File: config.mk
export PLATFORM = sky130hd
export DESIGN_NAME = giou_front
export DESIGN_NICKNAME = d
export VERILOG_FILES = /design/src/sv/giou_pkg.sv /design/src/sv/giou_front.sv
export SDC_FILE = /design/constraint.sdc
export NUM_CORES = 2
export LEC_CHECK = 0
export ABC_AREA = 1
export ABC_CLOCK_PERIOD_IN_PS = 26100
export BUFFER_PORTS_ARGS = -buffer_cell sky130_fd_sc_hd__buf_2
export CORE_MARGIN = 8
export CORE_UTILIZATION = 65
export CTS_CLUSTER_SIZE = 8
export DETAILED_ROUTE_END_ITERATION = 10
export PLACE_DENSITY = 0.83
export SLEW_MARGIN = 30
export SYNTH_ARGS = -nofsm -noshare
export SYNTH_HDL_FRONTEND = slang
export SYNTH_SLANG_ARGS = --single-unit
File: constraint.sdc
create_clock -name clk -period 26.1 [get_ports clk]
set_input_delay 3.915 -clock clk [delete_from_list [all_inputs] [get_ports clk]]
set_output_delay 3.915 -clock clk [all_outputs]
set_load 0.05 [all_outputs]
File: src/sv/giou_pkg.sv
// Shared types and constants for the generalized IoU unit.
// Used by every module of the block; no dependencies of its own.
package giou_pkg;

  localparam int FIELD_W         = 16;
  localparam int GIOU_W          = 16;
  localparam int IOU_W           = 15;
  localparam int COORD_BITS_DEF  = 16;
  localparam int FRAC_BITS_DEF   = 15;

  typedef struct packed {
    logic [FIELD_W-1:0] a_center_x;
    logic [FIELD_W-1:0] a_center_y;
    logic [FIELD_W-1:0] a_width;
    logic [FIELD_W-1:0] a_height;
    logic [FIELD_W-1:0] b_center_x;
    logic [FIELD_W-1:0] b_center_y;
    logic [FIELD_W-1:0] b_width;
    logic [FIELD_W-1:0] b_height;
  } giou_in_t;

  typedef struct packed {
    logic signed [GIOU_W-1:0] giou_value;
    logic        [IOU_W-1:0]  iou_value;
  } giou_out_t;

endpackage

File: src/sv/giou_front.sv
// Front end of the GIoU pipeline: corners, spans, areas, union and penalty numerator.
// Five registered stages with per-stage valid; depends on giou_pkg.
module giou_front
  import giou_pkg::*;
#(
  parameter int COORD_BITS = COORD_BITS_DEF,
  parameter int CW         = (COORD_BITS < FIELD_W) ? COORD_BITS : FIELD_W,
  parameter int DEN_W      = 2 * CW + 4
) (
  input  logic             clk,
  input  logic             rst_n,
  input  logic             in_valid,
  output logic             in_ready,
  input  giou_in_t         in_data,
  output logic             out_valid,
  input  logic             out_ready,
  output logic [DEN_W-1:0] iou_num,
  output logic [DEN_W-1:0] iou_den,
  output logic [DEN_W-1:0] pen_num,
  output logic [DEN_W-1:0] pen_den
);

  localparam int CRN_W  = CW + 3;
  localparam int DIFF_W = CRN_W + 1;
  localparam int SPAN_W = CW + 2;

  logic [4:0] vld_r;
  logic [4:0] rdy;

  assign rdy[4]    = ~vld_r[4] | out_ready;
  assign rdy[3]    = ~vld_r[3] | rdy[4];
  assign rdy[2]    = ~vld_r[2] | rdy[3];
  assign rdy[1]    = ~vld_r[1] | rdy[2];
  assign rdy[0]    = ~vld_r[0] | rdy[1];
  assign in_ready  = rdy[0];
  assign out_valid = vld_r[4];

  always_ff @(posedge clk) begin
    if (!rst_n) begin
      vld_r <= '0;
    end else begin
      if (rdy[0]) vld_r[0] <= in_valid;
      if (rdy[1]) vld_r[1] <= vld_r[0];
      if (rdy[2]) vld_r[2] <= vld_r[1];
      if (rdy[3]) vld_r[3] <= vld_r[2];
      if (rdy[4]) vld_r[4] <= vld_r[3];
    end
  end

  // Stage 1: doubled-scale corners, clamped intersection and enclosing spans
  logic [CW-1:0] acx, acy, aw, ah, bcx, bcy, bw, bh;
  assign acx = in_data.a_center_x[CW-1:0];
  assign acy = in_data.a_center_y[CW-1:0];
  assign aw  = in_data.a_width[CW-1:0];
  assign ah  = in_data.a_height[CW-1:0];
  assign bcx = in_data.b_center_x[CW-1:0];
  assign bcy = in_data.b_center_y[CW-1:0];
  assign bw  = in_data.b_width[CW-1:0];
  assign bh  = in_data.b_height[CW-1:0];

  logic signed [CRN_W-1:0] ax0, ax1, ay0, ay1, bx0, bx1, by0, by1;
  assign ax0 = $signed({2'b00, acx, 1'b0}) - $signed({3'b000, aw});
  assign ax1 = $signed({2'b00, acx, 1'b0}) + $signed({3'b000, aw});
  assign ay0 = $signed({2'b00, acy, 1'b0}) - $signed({3'b000, ah});
  assign ay1 = $signed({2'b00, acy, 1'b0}) + $signed({3'b000, ah});
  assign bx0 = $signed({2'b00, bcx, 1'b0}) - $signed({3'b000, bw});
  assign bx1 = $signed({2'b00, bcx, 1'b0}) + $signed({3'b000, bw});
  assign by0 = $signed({2'b00, bcy, 1'b0}) - $signed({3'b000, bh});
  assign by1 = $signed({2'b00, bcy, 1'b0}) + $signed({3'b000, bh});

  logic signed [CRN_W-1:0] ix_lo, ix_hi, iy_lo, iy_hi, ex_lo, ex_hi, ey_lo, ey_hi;
  assign ix_hi = (ax1 < bx1) ? ax1 : bx1;
  assign ix_lo = (ax0 > bx0) ? ax0 : bx0;
  assign iy_hi = (ay1 < by1) ? ay1 : by1;
  assign iy_lo = (ay0 > by0) ? ay0 : by0;
  assign ex_hi = (ax1 > bx1) ? ax1 : bx1;
  assign ex_lo = (ax0 < bx0) ? ax0 : bx0;
  assign ey_hi = (ay1 > by1) ? ay1 : by1;
  assign ey_lo = (ay0 < by0) ? ay0 : by0;

  logic signed [DIFF_W-1:0] iw_d, ih_d, ew_d, eh_d;
  assign iw_d = DIFF_W'(ix_hi) - DIFF_W'(ix_lo);
  assign ih_d = DIFF_W'(iy_hi) - DIFF_W'(iy_lo);
  assign ew_d = DIFF_W'(ex_hi) - DIFF_W'(ex_lo);
  assign eh_d = DIFF_W'(ey_hi) - DIFF_W'(ey_lo);

  logic [SPAN_W-1:0] iw_nxt, ih_nxt, ew_nxt, eh_nxt;
  assign iw_nxt = iw_d[DIFF_W-1] ? '0 : iw_d[SPAN_W-1:0];
  assign ih_nxt = ih_d[DIFF_W-1] ? '0 : ih_d[SPAN_W-1:0];
  assign ew_nxt = ew_d[DIFF_W-1] ? '0 : ew_d[SPAN_W-1:0];
  assign eh_nxt = eh_d[DIFF_W-1] ? '0 : eh_d[SPAN_W-1:0];

  logic [SPAN_W-1:0] iw_r, ih_r, ew_r, eh_r;
  logic [CW-1:0]     aw_r, ah_r, bw_r, bh_r;

  always_ff @(posedge clk) begin
    if (rdy[0]) begin
      iw_r <= iw_nxt;
      ih_r <= ih_nxt;
      ew_r <= ew_nxt;
      eh_r <= eh_nxt;
      aw_r <= aw;
      ah_r <= ah;
      bw_r <= bw;
      bh_r <= bh;
    end
  end

  // Stage 2: products
  logic [DEN_W-1:0]  inter2_r, enc2_r;
  logic [2*CW-1:0]   pa_r, pb_r;

  always_ff @(posedge clk) begin
    if (rdy[1]) begin
      inter2_r <= iw_r * ih_r;
      enc2_r   <= ew_r * eh_r;
      pa_r     <= aw_r * ah_r;
      pb_r     <= bw_r * bh_r;
    end
  end

  // Stage 3: summed box areas at four times the area scale
  logic [2*CW:0]    psum;
  logic [DEN_W-1:0] area_nxt;
  logic [DEN_W-1:0] area3_r, inter3_r, enc3_r;

  assign psum     = {1'b0, pa_r} + {1'b0, pb_r};
  assign area_nxt = DEN_W'({psum, 2'b00});

  always_ff @(posedge clk) begin
    if (rdy[2]) begin
      area3_r  <= area_nxt;
      inter3_r <= inter2_r;
      enc3_r   <= enc2_r;
    end
  end

  // Stage 4: union, clamped at zero
  logic [DEN_W-1:0] union_nxt;
  logic [DEN_W-1:0] union4_r, inter4_r, enc4_r;

  assign union_nxt = (area3_r >= inter3_r) ? (area3_r - inter3_r) : '0;

  always_ff @(posedge clk) begin
    if (rdy[3]) begin
      union4_r <= union_nxt;
      inter4_r <= inter3_r;
      enc4_r   <= enc3_r;
    end
  end

  // Stage 5: enclosing penalty numerator
  logic [DEN_W-1:0] pen_nxt;
  logic [DEN_W-1:0] iou_num_r, iou_den_r, pen_num_r, pen_den_r;

  assign pen_nxt = (enc4_r > union4_r) ? (enc4_r - union4_r) : '0;

  always_ff @(posedge clk) begin
    if (rdy[4]) begin
      iou_num_r <= inter4_r;
      iou_den_r <= union4_r;
      pen_num_r <= pen_nxt;
      pen_den_r <= enc4_r;
    end
  end

  assign iou_num = iou_num_r;
  assign iou_den = iou_den_r;
  assign pen_num = pen_num_r;
  assign pen_den = pen_den_r;

endmodule

==> flow_summary.yaml <==
clocking:
  cts_hold_buf: 0
  cts_max_level: 3
  clock_latency_ps: 730
  post_cts_buffers: 0
  post_cts_resized: 0
  clock_sinks: 634
  cts_buffers: 92
  cts_buffer_depth: 3
  cts_root_buf: "clkbuf_16"
  cts_tree: "done"
  clk_pin_slew_ps: 50
global_route:
  grt_pass1_vias: 62100
  grt_overflow: 0
  antenna_found_initial: 9
  grt_usage: 0.341
  grt_pass1_wl_mm: 339
  grt_max_degree: 84
synth:
  ys_ff_latch: 634
  syn_avg_cell_area_um2: 8.68
  async_flop_share: 0
  ys_seq_area_frac: 0.250
  synth-edff-count: 629
  synth_fp_nets: 10600
  netlist_area_mm2: 0.0758
  yosysWarnings: 0
  synth_cells: 8741
  ys_types: 61
  synth_ff_type: "edfxtp_1"
sta:
  setup_tns_ps: 0
  maxSlewViolCount: 0
  hold_viol: 0
  period_needed_ps: 11100
  timing.hold.ws_ps: 382
  period_share: 0.425
  max-slew-margin-rel: 0.264
  finClkSkew_ps: 79.9
  worstMarginPinSlew_ps: 1100
  timing.fmax_mhz: 90.1
  setup_violations: 0
  grt_setup_unrepaired: "false"
finish:
  layout_common_cells: "2083 x inv_1, 1923 x nand2_1, 914 x fa_1, 794 x ha_1, 629 x edfxtp_1"
  area_delta_synth_final_pct: 6.37
  fill_cells: 8774
  nNetsFinal: 10600
  final_common_cell: "inv_1"
  drive_gt1_frac: 0.0583
setup_path:
  critPathTopFamily: "compound AO/OA/AOI/OAI gates"
  crit_path_start_kind: "input pin"
  cp_data_arrival_time_ps: 11490
  cp_max_fo: 20
  critical_path_required_ps: 26490
  end_kind: "flop"
  max_stage_delay_ps: 750
  cp_slowest_cell: "xor2_2"
  cpMostUsedCell: "nand2_1"
  worstPathBufferInverterCount: 5
  critPathKind: "input pin to flop"
run_status:
  outcome: "complete, no violations"
detailed_routing:
  drt_iter0_drc: 5044
  vias: 59200
  dr.pass1.iters: 5
  drtAntennaViolNets: 0
  vias_per_cell: 5.71
  routedWlPerCell_um: 21.0
  drt-total-wl_mm: 217
  route.detailed.drc: 0
placed_design:
  gp_congestion: 1.02
  port_buffers: 277
  hpwl_mm: 174
floorplanning:
  core_mm2: 0.116
  io_pins: 278
  dieArea_mm2: 0.128
  die_h_um: 358
  rows: 125
  die_w_um: 358
  initial_utilization: 0.654
run:
  drv_cap: 0
worst_hold_path:
  hp-class: "flop to flop"
metrics by stage:
| stage | utilization | cells | instance area, µm² | setup slack, ps |
|---|---|---|---|---|
| 2_1_floorplan | - | 8741 | 75800 | 7390 |
| 3_3_place_gp | 0.672 | 10200 | 77800 | 14520 |
| 3_5_place_dp | 0.672 | 10200 | 77900 | 14330 |
| 4_1_cts | 0.695 | 10400 | 80600 | 15040 |
| 5_1_grt | 0.696 | 10400 | 80700 | 14200 |
| 6_report | 0.696 | 10400 | 80700 | 15000 |
state kept, by name, summed over array words and instances, names as in the netlist, 33 cells and up:
name,cells
enc2_r,36
enc3_r,36
enc4_r,36
inter2_r,36
inter3_r,36
inter4_r,36
iou_den,36
iou_num,36
pen_den,36
pen_num,36
union4_r,36
area3_r,33
routing by layer:
metal | global-route usage | part of all wire | up-vias | wire length [µm]
met5 | 0 | 0.00013 | - | 28
met4 | 0.173 | 0.058 | 4 | 12500
met3 | 0.0690 | 0.097 | 728 | 21200
met2 | 0.577 | 0.48 | 3019 | 103000
met1 | 0.415 | 0.37 | 28600 | 80200
li1 | - | - | 26900 | -
layout make-up:
type	count	area, µm²	share of cell area
well taps	1524	1910	0.0236
inverters	2093	7870	0.0975
flip-flops and latches	634	19000	0.235
multi-input cells	5671	47600	0.590
clock buffers	122	2410	0.0299
repair buffers	301	1620	0.0201
diodes	8	20.0	0.000248
clock inverters	16	277	0.00343
cell usage after synthesis (28+ instances only):
cell	number	area share
nand4_1	35	0.0029
nand2_2	31	0.0026
o21bai_1	28	0.0028
nor2_1	347	0.017
o21ai_0	337	0.022
fa_1	914	0.24
ha_1	794	0.13
xor2_1	272	0.031
a31oi_1	47	0.0039
a21oi_1	427	0.028
xnor2_1	104	0.012
nand2_1	1924	0.095
edfxtp_1	629	0.25
inv_1	2087	0.10
a21boi_0	29	0.0029
clkbuf_1	285	0.014
nand3_1	124	0.0082
final timing paths:
path	startpoint	endpoint	slack, ps	depth (start not counted)
min	inter2_r[34]$_DFFE_PP_	inter3_r[34]$_DFFE_PP_	380	0
min reg2reg	inter2_r[34]$_DFFE_PP_	inter3_r[34]$_DFFE_PP_	380	0
max	in_data[81]	ew_r[0]$_SDFFCE_PP0P_	15000	35
max reg2reg	aw_r[10]$_DFFE_PP_	pa_r[30]$_DFFE_PP_	19060	21
logic make-up after synthesis:
family	Yosys count	share of synthesized area
XOR/XNOR	378	0.0440
AO/OA/AOI/OAI	1016	0.0752
adder cells (fa/ha/maj)	1708	0.372
buffers and inverters	2436	0.122
AND/OR/NAND/NOR	2569	0.136
flip-flops	634	0.250
Power is left out: the tool's default activity adds up to more than one toggle a clock period on the data nets, which glitch-free logic cannot reach.
